==> config.mk <==
export PLATFORM = sky130hd
export DESIGN_NAME = line_crossing_distance_log_unit_flat
export DESIGN_NICKNAME = d
export VERILOG_FILES = /design/src/hw/rtl/lcdl_pkg.sv /design/src/hw/rtl/lcdl_if.sv /design/src/hw/rtl/lcdl_ram.sv /design/src/hw/rtl/lcdl_cfg.sv /design/src/hw/rtl/lcdl_ctrl.sv /design/src/hw/rtl/line_crossing_distance_log_unit.sv /design/src/flat_wrapper.sv
export SDC_FILE = /design/constraint.sdc
export NUM_CORES = 1
export LEC_CHECK = 0
export BUFFER_PORTS_ARGS = -buffer_cell sky130_fd_sc_hd__buf_2
export CAP_MARGIN = 5
export CORE_MARGIN = 10
export CORE_UTILIZATION = 64
export DETAILED_ROUTE_END_ITERATION = 10
export PLACE_DENSITY = 0.85
export SKIP_CTS_REPAIR_TIMING = 1
export SYNTH_ARGS = -nofsm -noshare
export SYNTH_HDL_FRONTEND = slang
export SYNTH_SLANG_ARGS = --single-unit
export TNS_END_PERCENT = 100
==> constraint.sdc <==
create_clock -name clk -period 12.21 [get_ports clk]
set_input_delay 1.221 -clock clk [delete_from_list [all_inputs] [get_ports clk]]
set_output_delay 1.221 -clock clk [all_outputs]
set_load 0.02 [all_outputs]
==> src/hw/rtl/lcdl_pkg.sv <==
// Package: shared constants, types and helpers for the line crossing distance log.
`default_nettype none

package lcdl_pkg;

  // Log geometry
  localparam int LOG_DEPTH = 8;
  localparam int PTR_W     = $clog2(LOG_DEPTH);
  localparam int CNT_W     = $clog2(LOG_DEPTH + 1);

  // Field widths
  localparam int DIST_W     = 32;
  localparam int LEVEL_W    = 12;
  localparam int TOL_W      = 16;
  localparam int APB_ADDR_W = 4;
  localparam int APB_DATA_W = 32;

  // Register reset values
  localparam logic [LEVEL_W-1:0] WHITE_LEVEL_RST = 12'd1000;
  localparam logic [LEVEL_W-1:0] BLACK_LEVEL_RST = 12'd2800;
  localparam logic [TOL_W-1:0]   TOLERANCE_RST   = 16'd400;

  typedef enum logic [1:0] {
    COL_NONE  = 2'd0,
    COL_BLACK = 2'd1,
    COL_WHITE = 2'd2
  } colour_t;

  typedef enum logic [1:0] {
    REQ_SAMPLE  = 2'd0,
    REQ_POP     = 2'd1,
    REQ_CHECK   = 2'd2,
    REQ_RESTART = 2'd3
  } req_t;

  typedef enum logic [1:0] {
    REG_WHITE = 2'd0,
    REG_BLACK = 2'd1,
    REG_TOL   = 2'd2
  } reg_idx_t;

  typedef enum logic [2:0] {
    S_IDLE,
    S_READ,
    S_CHECK,
    S_WHITE,
    S_DONE
  } state_t;

  typedef struct packed {
    logic [LEVEL_W-1:0] white_level;
    logic [LEVEL_W-1:0] black_level;
    logic [TOL_W-1:0]   distance_tolerance;
  } cfg_t;

  // Circular pointer advance: ptr + n modulo LOG_DEPTH, with n <= LOG_DEPTH
  function automatic logic [PTR_W-1:0] wrap_add(input logic [PTR_W-1:0] ptr,
                                                input logic [CNT_W-1:0] n);
    logic [CNT_W:0] sum;
    sum = (CNT_W+1)'(ptr) + (CNT_W+1)'(n);
    if (sum >= (CNT_W+1)'(LOG_DEPTH)) begin
      sum = sum - (CNT_W+1)'(LOG_DEPTH);
    end
    return PTR_W'(sum);
  endfunction

endpackage

`default_nettype wire

==> src/hw/rtl/lcdl_if.sv <==
// Interfaces: request and result channels with valid/ready transfer.
`default_nettype none

interface lcdl_req_if;
  logic                             valid;
  logic                             ready;
  logic [1:0]                       req_type;
  logic [lcdl_pkg::LEVEL_W-1:0]     brightness;
  logic [lcdl_pkg::DIST_W-1:0]      travel_distance;
  logic signed [lcdl_pkg::DIST_W-1:0] expected_distance;

  modport source (output valid, req_type, brightness, travel_distance, expected_distance,
                  input ready);
  modport sink   (input valid, req_type, brightness, travel_distance, expected_distance,
                  output ready);
endinterface

interface lcdl_rsp_if;
  logic                        valid;
  logic                        ready;
  logic                        line_found;
  logic [lcdl_pkg::DIST_W-1:0] line_distance;
  logic                        check_ok;
  logic [1:0]                  colour_state;
  logic [3:0]                  entry_count;

  modport source (output valid, line_found, line_distance, check_ok, colour_state,
                  entry_count, input ready);
  modport sink   (input valid, line_found, line_distance, check_ok, colour_state,
                  entry_count, output ready);
endinterface

`default_nettype wire

==> src/hw/rtl/lcdl_ram.sv <==
// Generic simple dual-port RAM with one write port and a registered read port.
`default_nettype none

module lcdl_ram #(
  parameter int WIDTH = 32,
  parameter int DEPTH = 8
) (
  input  wire logic                     clk,
  input  wire logic                     we,
  input  wire logic [$clog2(DEPTH)-1:0] waddr,
  input  wire logic [WIDTH-1:0]         wdata,
  input  wire logic [$clog2(DEPTH)-1:0] raddr,
  output logic      [WIDTH-1:0]         rdata
);

  logic [WIDTH-1:0] mem [DEPTH];

  always_ff @(posedge clk) begin
    if (we) begin
      mem[waddr] <= wdata;
    end
    rdata <= mem[raddr];
  end

endmodule

`default_nettype wire

==> src/hw/rtl/lcdl_cfg.sv <==
// APB configuration registers: levels and distance tolerance.
`default_nettype none

module lcdl_cfg (
  input  wire logic                                clk,
  input  wire logic                                rst,
  input  wire logic                                psel,
  input  wire logic                                penable,
  input  wire logic                                pwrite,
  input  wire logic [lcdl_pkg::APB_ADDR_W-1:0]     paddr,
  input  wire logic [lcdl_pkg::APB_DATA_W-1:0]     pwdata,
  output logic      [lcdl_pkg::APB_DATA_W-1:0]     prdata,
  output logic                                     pready,
  output lcdl_pkg::cfg_t                           cfg
);

  logic wr_en;

  assign pready = 1'b1;
  assign wr_en  = psel & penable & pwrite;

  // Register writes; unknown indexes are ignored
  always_ff @(posedge clk) begin
    if (rst) begin
      cfg.white_level        <= lcdl_pkg::WHITE_LEVEL_RST;
      cfg.black_level        <= lcdl_pkg::BLACK_LEVEL_RST;
      cfg.distance_tolerance <= lcdl_pkg::TOLERANCE_RST;
    end else if (wr_en) begin
      case (paddr[3:2])
        lcdl_pkg::REG_WHITE: cfg.white_level        <= pwdata[lcdl_pkg::LEVEL_W-1:0];
        lcdl_pkg::REG_BLACK: cfg.black_level        <= pwdata[lcdl_pkg::LEVEL_W-1:0];
        lcdl_pkg::REG_TOL:   cfg.distance_tolerance <= pwdata[lcdl_pkg::TOL_W-1:0];
        default: ;
      endcase
    end
  end

  // Read mux
  always_comb begin
    case (paddr[3:2])
      lcdl_pkg::REG_WHITE: prdata = lcdl_pkg::APB_DATA_W'(cfg.white_level);
      lcdl_pkg::REG_BLACK: prdata = lcdl_pkg::APB_DATA_W'(cfg.black_level);
      lcdl_pkg::REG_TOL:   prdata = lcdl_pkg::APB_DATA_W'(cfg.distance_tolerance);
      default:             prdata = '0;
    endcase
  end

endmodule

`default_nettype wire

==> src/hw/rtl/lcdl_ctrl.sv <==
// Request sequencer: colour hysteresis, circular log pointers and result register.
`default_nettype none

module lcdl_ctrl (
  input  wire logic                          clk,
  input  wire logic                          rst,
  input  wire lcdl_pkg::cfg_t                cfg,
  lcdl_req_if.sink                           req,
  lcdl_rsp_if.source                         rsp,
  output logic                               mem_we,
  output logic [lcdl_pkg::PTR_W-1:0]         mem_waddr,
  output logic [lcdl_pkg::DIST_W-1:0]        mem_wdata,
  output logic [lcdl_pkg::PTR_W-1:0]         mem_raddr,
  input  wire logic [lcdl_pkg::DIST_W-1:0]   mem_rdata
);

  localparam int CNT_W  = lcdl_pkg::CNT_W;
  localparam int PTR_W  = lcdl_pkg::PTR_W;
  localparam int DIST_W = lcdl_pkg::DIST_W;
  localparam int DIFF_W = DIST_W + 2;
  localparam logic [CNT_W-1:0] FULL = CNT_W'(lcdl_pkg::LOG_DEPTH);

  // Control state
  lcdl_pkg::state_t  state, state_next;
  logic [PTR_W-1:0]  head, head_next;
  logic [CNT_W-1:0]  count, count_next;
  lcdl_pkg::colour_t colour, colour_next;
  logic              out_valid, out_valid_next;

  // Item and working registers
  lcdl_pkg::req_t               req_op, req_op_next;
  logic [lcdl_pkg::LEVEL_W-1:0] bright, bright_next;
  logic [DIST_W-1:0]            travel, travel_next;
  logic signed [DIST_W-1:0]     expected, expected_next;
  logic                         idx, idx_next;
  logic                         found, found_next;
  logic [DIST_W-1:0]            line, line_next;
  logic signed [DIFF_W-1:0]     diff, diff_next;
  logic                         ok, ok_next;

  // Result register
  logic              out_found, out_found_next;
  logic [DIST_W-1:0] out_line, out_line_next;
  logic              out_ok, out_ok_next;
  logic [1:0]        out_colour, out_colour_next;
  logic [3:0]        out_count, out_count_next;

  logic              cur_idx;
  logic              accept;
  logic              black_push;
  logic              white_push;
  logic [DIFF_W-1:0] gap;
  logic              too_far;
  logic [7:0]        count_wide;

  assign req.ready = (state == lcdl_pkg::S_IDLE);
  assign accept    = req.valid & req.ready;

  // Pending line position from count parity and colour
  assign cur_idx = (count[0] == (colour == lcdl_pkg::COL_BLACK));

  assign black_push = (colour != lcdl_pkg::COL_BLACK) && (bright > cfg.black_level);
  assign white_push = (colour != lcdl_pkg::COL_WHITE) && (bright < cfg.white_level);
  assign gap        = diff[DIFF_W-1] ? DIFF_W'(-diff) : DIFF_W'(diff);
  assign too_far    = gap > DIFF_W'(cfg.distance_tolerance);
  assign count_wide = 8'(count);

  assign rsp.valid        = out_valid;
  assign rsp.line_found   = out_found;
  assign rsp.line_distance = out_line;
  assign rsp.check_ok     = out_ok;
  assign rsp.colour_state = out_colour;
  assign rsp.entry_count  = out_count;

  // State register
  always_ff @(posedge clk) begin
    if (rst) begin
      state <= lcdl_pkg::S_IDLE;
    end else begin
      state <= state_next;
    end
  end

  // Log pointers, colour and result flag
  always_ff @(posedge clk) begin
    if (rst) begin
      head      <= '0;
      count     <= '0;
      colour    <= lcdl_pkg::COL_NONE;
      out_valid <= 1'b0;
    end else begin
      head      <= head_next;
      count     <= count_next;
      colour    <= colour_next;
      out_valid <= out_valid_next;
    end
  end

  // Payload registers
  always_ff @(posedge clk) begin
    req_op     <= req_op_next;
    bright     <= bright_next;
    travel     <= travel_next;
    expected   <= expected_next;
    idx        <= idx_next;
    found      <= found_next;
    line       <= line_next;
    diff       <= diff_next;
    ok         <= ok_next;
    out_found  <= out_found_next;
    out_line   <= out_line_next;
    out_ok     <= out_ok_next;
    out_colour <= out_colour_next;
    out_count  <= out_count_next;
  end

  // Next state and datapath
  always_comb begin
    state_next      = state;
    head_next       = head;
    count_next      = count;
    colour_next     = colour;
    out_valid_next  = out_valid & ~rsp.ready;
    req_op_next     = req_op;
    bright_next     = bright;
    travel_next     = travel;
    expected_next   = expected;
    idx_next        = idx;
    found_next      = found;
    line_next       = line;
    diff_next       = diff;
    ok_next         = ok;
    out_found_next  = out_found;
    out_line_next   = out_line;
    out_ok_next     = out_ok;
    out_colour_next = out_colour;
    out_count_next  = out_count;
    mem_we          = 1'b0;
    mem_waddr       = lcdl_pkg::wrap_add(head, count);
    mem_wdata       = travel;
    mem_raddr       = lcdl_pkg::wrap_add(head, CNT_W'(cur_idx));

    unique case (state)
      lcdl_pkg::S_IDLE: begin
        if (accept) begin
          req_op_next   = lcdl_pkg::req_t'(req.req_type);
          bright_next   = req.brightness;
          travel_next   = req.travel_distance;
          expected_next = req.expected_distance;
          idx_next      = cur_idx;
          found_next    = CNT_W'(cur_idx) < count;
          ok_next       = 1'b0;
          // Restart clears the log; the line read above still sees the old one
          if (lcdl_pkg::req_t'(req.req_type) == lcdl_pkg::REQ_RESTART) begin
            head_next   = '0;
            count_next  = '0;
            colour_next = lcdl_pkg::COL_NONE;
          end
          state_next = lcdl_pkg::S_READ;
        end
      end

      lcdl_pkg::S_READ: begin
        line_next = found ? mem_rdata : '0;
        diff_next = DIFF_W'(expected) - DIFF_W'({2'b00, mem_rdata});
        unique case (req_op)
          lcdl_pkg::REQ_POP: begin
            if (found) begin
              head_next  = lcdl_pkg::wrap_add(head, CNT_W'(idx) + CNT_W'(1));
              count_next = count - (CNT_W'(idx) + CNT_W'(1));
            end
            state_next = lcdl_pkg::S_DONE;
          end
          lcdl_pkg::REQ_CHECK: begin
            state_next = lcdl_pkg::S_CHECK;
          end
          lcdl_pkg::REQ_SAMPLE, lcdl_pkg::REQ_RESTART: begin
            // Black transition: push, overwriting the oldest entry when full
            if (black_push) begin
              mem_we      = 1'b1;
              colour_next = lcdl_pkg::COL_BLACK;
              if (count == FULL) begin
                head_next = lcdl_pkg::wrap_add(head, CNT_W'(1));
              end else begin
                count_next = count + CNT_W'(1);
              end
            end
            state_next = lcdl_pkg::S_WHITE;
          end
        endcase
      end

      lcdl_pkg::S_CHECK: begin
        if (found) begin
          if (too_far) begin
            head_next  = lcdl_pkg::wrap_add(head, CNT_W'(idx) + CNT_W'(1));
            count_next = count - (CNT_W'(idx) + CNT_W'(1));
          end else begin
            ok_next = 1'b1;
          end
        end
        state_next = lcdl_pkg::S_DONE;
      end

      lcdl_pkg::S_WHITE: begin
        if (white_push) begin
          colour_next = lcdl_pkg::COL_WHITE;
          if (travel != '0) begin
            mem_we = 1'b1;
            if (count == FULL) begin
              head_next = lcdl_pkg::wrap_add(head, CNT_W'(1));
            end else begin
              count_next = count + CNT_W'(1);
            end
          end else if (count == FULL) begin
            // Zero-distance white on a full log: oldest dropped, push taken back
            head_next  = lcdl_pkg::wrap_add(head, CNT_W'(1));
            count_next = count - CNT_W'(1);
          end
        end
        state_next = lcdl_pkg::S_DONE;
      end

      lcdl_pkg::S_DONE: begin
        // Load the result once the output register is free
        if (!out_valid || rsp.ready) begin
          out_valid_next  = 1'b1;
          out_found_next  = found;
          out_line_next   = line;
          out_ok_next     = ok;
          out_colour_next = colour;
          out_count_next  = count_wide[3:0];
          state_next      = lcdl_pkg::S_IDLE;
        end
      end

      default: begin
        state_next = lcdl_pkg::S_IDLE;
      end
    endcase
  end

`ifndef NO_ASSERTIONS
  a_count_bound: assert property (@(posedge clk) disable iff (rst) count <= FULL)
    else $error("log count above depth");

  a_head_bound: assert property (@(posedge clk) disable iff (rst)
    32'(head) < lcdl_pkg::LOG_DEPTH)
    else $error("head pointer out of range");

  a_write_state: assert property (@(posedge clk) disable iff (rst)
    mem_we |-> (state == lcdl_pkg::S_READ || state == lcdl_pkg::S_WHITE))
    else $error("log write outside a push step");

  a_accept_read: assert property (@(posedge clk) disable iff (rst)
    accept |=> state == lcdl_pkg::S_READ)
    else $error("accepted request did not start a read");

  a_ok_found: assert property (@(posedge clk) disable iff (rst)
    out_valid |-> !(out_ok && !out_found))
    else $error("check passed without a pending line");
`endif

endmodule

`default_nettype wire

==> src/hw/rtl/line_crossing_distance_log_unit.sv <==
// Top level: line crossing distance log with APB configuration.
`default_nettype none

// Classifies brightness samples as black or white with two thresholds and logs the
// travel distance of each colour transition in a circular log of LOG_DEPTH entries,
// held in a one-port-write, one-port-read RAM. Every request gives one result: the
// white line pending before the request acted, its distance, the check verdict, and
// the colour and entry count after it. After the transfer a request goes through the
// registered RAM read of the pending entry, then the black push and the white push
// for a sample or restart, or the check compare for a check (a pop skips straight on),
// and last the load of the result register, which waits while that register is full.
// Two pushes per sample share the single RAM write port. The log needs no clearing
// after reset or restart: only entries below the fill count are ever read. A finished
// result may wait in the output register while the next request is taken in.
module line_crossing_distance_log_unit (
  input  wire logic                            clk,
  input  wire logic                            rst,
  lcdl_req_if.sink                             req,
  lcdl_rsp_if.source                           rsp,
  input  wire logic                            psel,
  input  wire logic                            penable,
  input  wire logic                            pwrite,
  input  wire logic [lcdl_pkg::APB_ADDR_W-1:0] paddr,
  input  wire logic [lcdl_pkg::APB_DATA_W-1:0] pwdata,
  output logic      [lcdl_pkg::APB_DATA_W-1:0] prdata,
  output logic                                 pready
);

  lcdl_pkg::cfg_t                cfg;
  logic                          mem_we;
  logic [lcdl_pkg::PTR_W-1:0]    mem_waddr;
  logic [lcdl_pkg::DIST_W-1:0]   mem_wdata;
  logic [lcdl_pkg::PTR_W-1:0]    mem_raddr;
  logic [lcdl_pkg::DIST_W-1:0]   mem_rdata;

  // Configuration registers
  lcdl_cfg u_cfg (
    .clk     (clk),
    .rst     (rst),
    .psel    (psel),
    .penable (penable),
    .pwrite  (pwrite),
    .paddr   (paddr),
    .pwdata  (pwdata),
    .prdata  (prdata),
    .pready  (pready),
    .cfg     (cfg)
  );

  // Request sequencer
  lcdl_ctrl u_ctrl (
    .clk       (clk),
    .rst       (rst),
    .cfg       (cfg),
    .req       (req),
    .rsp       (rsp),
    .mem_we    (mem_we),
    .mem_waddr (mem_waddr),
    .mem_wdata (mem_wdata),
    .mem_raddr (mem_raddr),
    .mem_rdata (mem_rdata)
  );

  // Transition log storage
  lcdl_ram #(
    .WIDTH (lcdl_pkg::DIST_W),
    .DEPTH (lcdl_pkg::LOG_DEPTH)
  ) u_log (
    .clk   (clk),
    .we    (mem_we),
    .waddr (mem_waddr),
    .wdata (mem_wdata),
    .raddr (mem_raddr),
    .rdata (mem_rdata)
  );

endmodule

`default_nettype wire
==> src/flat_wrapper.sv <==
// flat-port wrapper written by rule: the top's interface ports become plain ports
module line_crossing_distance_log_unit_flat 
  (clk, rst, psel, penable, pwrite, paddr, pwdata, prdata, pready, req_valid, req_req_type, req_brightness, req_travel_distance, req_expected_distance, req_ready, rsp_valid, rsp_line_found, rsp_line_distance, rsp_check_ok, rsp_colour_state, rsp_entry_count, rsp_ready);
  lcdl_req_if req_i ();
  lcdl_rsp_if rsp_i ();
  input  wire logic clk;
  input  wire logic rst;
  input  wire logic psel;
  input  wire logic penable;
  input  wire logic pwrite;
  input  wire logic [lcdl_pkg::APB_ADDR_W-1:0] paddr;
  input  wire logic [lcdl_pkg::APB_DATA_W-1:0] pwdata;
  output logic      [lcdl_pkg::APB_DATA_W-1:0] prdata;
  output logic pready;
  input wire logic [$bits(req_i.valid)-1:0] req_valid;
  input wire logic [$bits(req_i.req_type)-1:0] req_req_type;
  input wire logic [$bits(req_i.brightness)-1:0] req_brightness;
  input wire logic [$bits(req_i.travel_distance)-1:0] req_travel_distance;
  input wire logic [$bits(req_i.expected_distance)-1:0] req_expected_distance;
  output wire logic [$bits(req_i.ready)-1:0] req_ready;
  output wire logic [$bits(rsp_i.valid)-1:0] rsp_valid;
  output wire logic [$bits(rsp_i.line_found)-1:0] rsp_line_found;
  output wire logic [$bits(rsp_i.line_distance)-1:0] rsp_line_distance;
  output wire logic [$bits(rsp_i.check_ok)-1:0] rsp_check_ok;
  output wire logic [$bits(rsp_i.colour_state)-1:0] rsp_colour_state;
  output wire logic [$bits(rsp_i.entry_count)-1:0] rsp_entry_count;
  input wire logic [$bits(rsp_i.ready)-1:0] rsp_ready;
  assign req_i.valid = req_valid;
  assign req_i.req_type = req_req_type;
  assign req_i.brightness = req_brightness;
  assign req_i.travel_distance = req_travel_distance;
  assign req_i.expected_distance = req_expected_distance;
  assign req_ready = req_i.ready;
  assign rsp_valid = rsp_i.valid;
  assign rsp_line_found = rsp_i.line_found;
  assign rsp_line_distance = rsp_i.line_distance;
  assign rsp_check_ok = rsp_i.check_ok;
  assign rsp_colour_state = rsp_i.colour_state;
  assign rsp_entry_count = rsp_i.entry_count;
  assign rsp_i.ready = rsp_ready;
  line_crossing_distance_log_unit u_core (.clk(clk), .rst(rst), .req(req_i), .rsp(rsp_i), .psel(psel), .penable(penable), .pwrite(pwrite), .paddr(paddr), .pwdata(pwdata), .prdata(prdata), .pready(pready));
endmodule
== Word level (Yosys, flattened, before mapping) ==
Memories as Yosys holds them, arrays and structs flattened. A register that Yosys moved wholly into a read port is not among the register bits.
Cells that the tools add are included.

* Add/sub/neg operators: 14
* Eq/ne operators: 28
* Reduce and logical (&&, ||, !) cells: 23
* $lt $le $gt $ge: 8
* Shifts and indexed selects: 0
* Bitwise gates (word level): 5
* $mul: 0
* Multiplexer cells: 51
* Divide/modulo/power cells: 0

{| class="wikitable"
|+ Operators with widths
! kind !! count
|-
| one-hot mux 16 bit (3 select lines) || 1
|-
| two-way mux 3 bit || 14
|-
| two-way mux 4 bit || 10
|-
| greater-than comparator 34 x 16 -> 1 bit || 1
|-
| two-way mux 34 bit || 1
|-
| negation 34 bit || 1
|-
| subtractor 32 x 33 -> 34 bit || 1
|-
| nonzero test 32 bit || 1
|-
| one-hot mux 3 bit (4 select lines) || 2
|-
| != test 2 bit, second input constant || 8
|-
| one-hot mux 4 bit (4 select lines) || 1
|-
| greater-or-equal comparator 4 bit, second input constant || 3
|-
| greater-than comparator 12 bit || 1
|-
| less-than comparator 12 bit || 1
|-
| AND reduction 2 bit || 6
|-
| subtractor 3 x 1 -> 3 bit, second input constant || 4
|-
| two-way mux 1 bit || 11
|-
| two-way mux 2 bit || 5
|-
| AND reduction 10 bit || 1
|-
| != test 3 bit, second input constant || 3
|-
| one-hot mux 3 bit (3 select lines) || 1
|-
| AND reduction 9 bit || 1
|-
| equality test 2 bit, second input constant || 4
|-
| one-hot mux 4 bit (2 select lines) || 1
|-
| 34 further kinds || 46
|}

* Output and inout port bits: 75
* Latch bits: 0
* Memories: 1
* Memory bits (read-only): 0
* RAM bits: 256
* Register bits after elaboration: 240

{| class="wikitable"
|+ Memory list
! memory !! depth !! bits a word !! read ports !! clocked after memory_dff !! write ports !! line !! text
|-
| u_core.u_log.mem || 8 || 32 || 1 || 1 || 1 || lcdl_ram.sv:16 || <nowiki>logic [WIDTH-1:0] mem [DEPTH];</nowiki>
|}

== Depth between registers and ports, before layout ==
* Depth after elaboration: 7
* Mapped depth: 16
* Depth with buffers taken out: 15

== Hierarchy ==
A second synthesis with hierarchy kept.

* Cells, all modules: 1573
* Area, all modules: 23348.6 µm²

{| class="wikitable"
|+ Modules (own cells, without submodules)
! module !! instances !! cells each !! area an instance (µm²)
|-
| lcdl_ctrl || 1 || 933 || 10811.6
|-
| lcdl_ram || 1 || 415 || 10466.3
|-
| lcdl_cfg || 1 || 225 || 2070.7
|}

== Worst setup path before layout ==
Ideal clock, no wire load.

* Path type: register to register
* From: register u_core.u_ctrl.state[0]
* To: memory u_core.u_log.mem[0][0] (enable)
* Buffers on the path: 0
* Path slack: 7.439 ns
* Arrival time: 4.350 ns
* Required time: 11.789 ns
* Library setup time: 0.421 ns
* Cell stages (with the launch flop): 7
* Cell sequence: dfxtp_1 -> or3b_2 -> inv_1 -> nand3_1 -> o31a_1 -> or2_2 -> nor2_1

* Cells in the longest elaborated chain, start to end: 4

{| class="wikitable"
|+ Ends and longest elaborated chain
! item !! line !! text
|-
| start, declared || lcdl_ctrl.sv:24 || <nowiki>lcdl_pkg::state_t state, state_next;</nowiki>
|-
| start signal, assigned || lcdl_ctrl.sv:78 || <nowiki>state <= lcdl_pkg::S_IDLE;</nowiki>
|-
| start signal, assigned || lcdl_ctrl.sv:80 || <nowiki>state <= state_next;</nowiki>
|-
| equality test 3 x 2 -> 1 bit or equality test 3 x 1 -> 1 bit (tied branches) || lcdl_ctrl.sv:143 || <nowiki>unique case (state)</nowiki>
|-
| one-hot mux 1 bit (2 select lines) (*) || lcdl_ctrl.sv:143 ||
|-
| two-way mux 1 bit (*) || lcdl_ram.sv:19 || <nowiki>if (we) begin</nowiki>
|-
| two-way mux 1 bit (implied by the code) (*) || lcdl_ram.sv:20 || <nowiki>mem[waddr] <= wdata;</nowiki>
|-
| end, declared || lcdl_ram.sv:16 ||
|}

Mark *: on every way between the ends. The rest lies on a longest branch, timed or not.

== Final worst setup path ==
* From: register u_core.u_ctrl.diff[3]
* To: register u_core.u_ctrl.head[2]

* Cells in the longest elaborated chain, start to end: 5

{| class="wikitable"
|+ Ends and longest elaborated chain
! item !! line !! text
|-
| start, declared || lcdl_ctrl.sv:38 || <nowiki>logic signed [DIFF_W-1:0] diff, diff_next;</nowiki>
|-
| start signal, assigned || lcdl_ctrl.sv:108 || <nowiki>diff <= diff_next;</nowiki>
|-
| negation 34 bit || lcdl_ctrl.sv:64 || <nowiki>assign gap = diff[DIFF_W-1] ? DIFF_W'(-diff) : DIFF_W'(diff);</nowiki>
|-
| two-way mux 34 bit (*) || lcdl_ctrl.sv:64 ||
|-
| greater-than comparator 34 x 16 -> 1 bit (*) || lcdl_ctrl.sv:65 || <nowiki>assign too_far = gap > DIFF_W'(cfg.distance_tolerance);</nowiki>
|-
| != test 2 bit (no source line) (*) || n/a ||
|-
| AND reduction 9 bit (no source line) (*) || n/a ||
|-
| end signal, assigned || lcdl_ctrl.sv:92 || <nowiki>head <= head_next;</nowiki>
|-
| end, declared || lcdl_ctrl.sv:25 || <nowiki>logic [PTR_W-1:0] head, head_next;</nowiki>
|}

Marked as above.
A chain may end at the register's enable or synchronous reset.

==> metrics.cfg <==
[synthesis]
synth_seq_cells=528
ys_types=80
syn-cell-area_sq_um=22700
async_reset_ff_frac=0
synthTopCellsByCount=443 x edfxtp_1, 117 x nand2_1, 102 x inv_1
syn_inst=1547
syn_area_per_cell_sq_um=14.67
synth.largest_area_cell=edfxtp_1
synth_top_area_frac=0.5860
synth_ff_type=edfxtp_1
seq_area_frac_synth=0.6610
synth_most_common_cell=edfxtp_1
ys.warnings.count=0
netlist_top_cells_area=edfxtp_1 59%, dfxtp_1 7.5%, mux4_2 6.3%
synth_edf_count=443

[worst_setup_path]
required_ns=12.72
crit_path_end_kind=flop
cp.arrival_ns=4.95
critPathMaxFanout=7
rr_startpoint=u_core.u_ctrl.diff[3]$_DFFE_PP_
crit_type=flop to flop
startpoint_type=flop
startpoint=u_core.u_ctrl.diff[3]$_DFFE_PP_

[sta]
fin_crit_ns=4.440
maxSlewHeadroom=0.2229
slew_violations=0
fmax_mhz=225.2
setup_viol=0
fin_crit_sh=0.3636
clock_skew_ns=0.01697
hold_viol=0
fin_tns_setup_ns=0
worstMarginPinSlew_ns=1.166
rsz0062_at_grt=no

[global_routing]
grt_pass1_wl_um=80140
antenna_found_initial=0
overflow=0
grt_usage=0.2353
grt_max_degree=81
grt_pass1_vias=14077

[clock_tree]
cts_made_buffers=51
cts_sinks=528
cts_tree=yes
cts.path.max_buffers=3
cts_root_buf=clkbuf_16
clk_latency_ns=0.60
cts-htree-levels=2
path_clk_slew_ns=0.06

[final_layout]
finish.utilization=0.7365
final_layout_size_suffix_gt1_frac=0.2111
synthToLayoutAreaGrowth_pct=12.90
n_antenna_cell=0
nets=1940
fillers=2003

[power]
power.leakage_nw=9.361
peakVddDrop_v=0.0001441
power_density_nw_per_um2=174.1

[job]
drv_cap=0

[die]
rows=68
io_pins=196
initial_core_util=0.6523
die_y_um=208.3
die_area_sq_um=43400
die_x_um=208.3
core_area_sq_um=34800

[hold_path]
min_path_type=flop to flop
min-delay-start=u_core.u_ctrl.line[7]$_SDFFCE_PN0P_

[detailed_routing]
wl_per_cell_um=23.34
drc=0
avgViaCountPerCell=6.189
drt_first_pass_iters=5
drtAntennaViolNets=0
topRoutingLayerUsed=met4
wl_met2_um=25950
first_iter_violations=1136
wl_met1_um=20440
routed_wirelength_um=51970
met3_length_um=3618
num_vias=13784

[run_status]
status=finished clean

[placement]
gp_congestion=0.8988
io_buffers=160
dp_hpwl_um=33350

through the flow:
step | setup WS [ns] | cells | hold slack, ns | cell area [sq um] | power [W]
after global placement | 7.894 | 2131 | 0.4046 | 24000 | 0.002916
after global routing | 7.497 | 2227 | 0.4239 | 25630 | 0.004633
after CTS | 7.824 | 2227 | 0.4182 | 25630 | 0.004478
after detailed placement | 7.844 | 2131 | 0.4045 | 24000 | 0.002951
after floorplan | 7.439 | 1562 | 0.4003 | 22760 | 0.002745
final | 7.770 | 2227 | 0.4173 | 25630 | 0.004462
cell type report:
cell class | count | area [sq um] | share of cell area
Timing Repair Buffer | 175 | 913.4 | 0.03564
Multi-Input combinational cell | 871 | 7127 | 0.2781
Sequential cell | 528 | 15000 | 0.5854
Clock inverter | 23 | 231.5 | 0.009031
Tap cell | 455 | 569.3 | 0.02221
Clock buffer | 73 | 1400 | 0.05463
Inverter | 102 | 384.1 | 0.01499
routing by layer:
layer | global-route usage | vias up
li1 | - | 6213
met4 | 0.1049 | 0
met1 | 0.2959 | 6820
met3 | 0.03729 | 123
met2 | 0.3961 | 628
met5 | 0 | -
flip-flops by register name (all words and copies together), names as in the netlist, 2 cells and up:
| register | cells |
|---|---|
| u_core.u_log.mem | 256 |
| u_core.u_ctrl.mem_wdata | 32 |
| u_core.u_ctrl.req_op | 2 |
| u_core.u_ctrl.colour | 2 |
| u_core.u_ctrl.rsp.line_distance | 32 |
| u_core.u_log.rdata | 32 |
| u_core.u_ctrl.count | 4 |
| u_core.u_ctrl.state | 3 |
| u_core.u_ctrl.rsp.colour_state | 2 |
| u_core.u_ctrl.head | 3 |
| u_core.u_ctrl.rsp.entry_count | 4 |
| u_core.u_ctrl.expected | 32 |
| u_core.u_ctrl.diff | 34 |
| u_core.u_ctrl.bright | 12 |
| u_core.u_cfg.cfg | 40 |
| u_core.u_ctrl.line | 32 |
report_power, final:
| group | internal [W] | switching (W) |
|---|---|---|
| logic | 0.000327 | 0.000398 |
| clock network | 0.000868 | 0.000663 |
| registers | 0.00210 | 0.000103 |
kinds of logic after synthesis:
group / Yosys count / synth area share
xor gates and xnor gates: 46 / 0.01775
other: 2 / 0.0003308
adders and majority gates: 90 / 0.05093
muxes: 112 / 0.08659
AOI/OAI and AO/OA: 264 / 0.07562
DFF: 528 / 0.6610
buffers and inverters: 163 / 0.03015
and+or+nand+nor: 342 / 0.07766
worst max-delay path, cell delays in order (launching register included):
cell	delay, ns
edfxtp_1	0.43
or3_1	0.45
or4_1	0.58
or3_1	0.41
o41ai_1	0.32
xnor2_1	0.14
ha_1	0.31
nand4_1	0.11
nor3_1	0.30
o21ai_0	0.15
a21oi_1	0.12
o21ai_0	0.10
and4_1	0.26
or4_1	0.54
a21oi_1	0.14
cell usage in the layout (no fill, tap or decap), types with 8 or more instances in the layout:
cell       netlist  final
edfxtp_1       443    443
buf_2            1    160
nand2_1        117    117
inv_1          102    100
a21oi_1         90     90
dfxtp_1         85     85
ha_1            86     84
mux4_2          64     64
clkbuf_16        0     52
nor2_1          54     46
and2_1          42     42
o21ai_0         41     41
xnor2_1         38     38
mux2_2          33     33
a21o_1          24     24
clkbuf_1        29     19
o211ai_1        17     17
conb_1           2     17
nor4_1          16     16
nor3_1          15     15
nand4_1         15     15
buf_4           17     15
nand2b_1        14     14
mux2i_1         13     13
o31ai_1         13     13
nand3_1         12     12
o21a_1          11     11
nor2b_1         10     10
a211oi_1        10     10
nor2_2           1      9
or3_1            8      8
clkinv_2         0      8
clkinv_1         0      8
path summary, 6_finish.rpt:
path                                                  end  slack, ns  depth (start not counted)
min          u_core.u_ctrl.rsp.line_distance[7]$_DFFE_PP_       0.42                          0
max reg2reg            u_core.u_ctrl.head[2]$_SDFFE_PP0P_       7.77                         14
max                    u_core.u_ctrl.head[2]$_SDFFE_PP0P_       7.77                         14
min reg2reg  u_core.u_ctrl.rsp.line_distance[7]$_DFFE_PP_       0.42                          0
(Power assumes the default switching activity.)
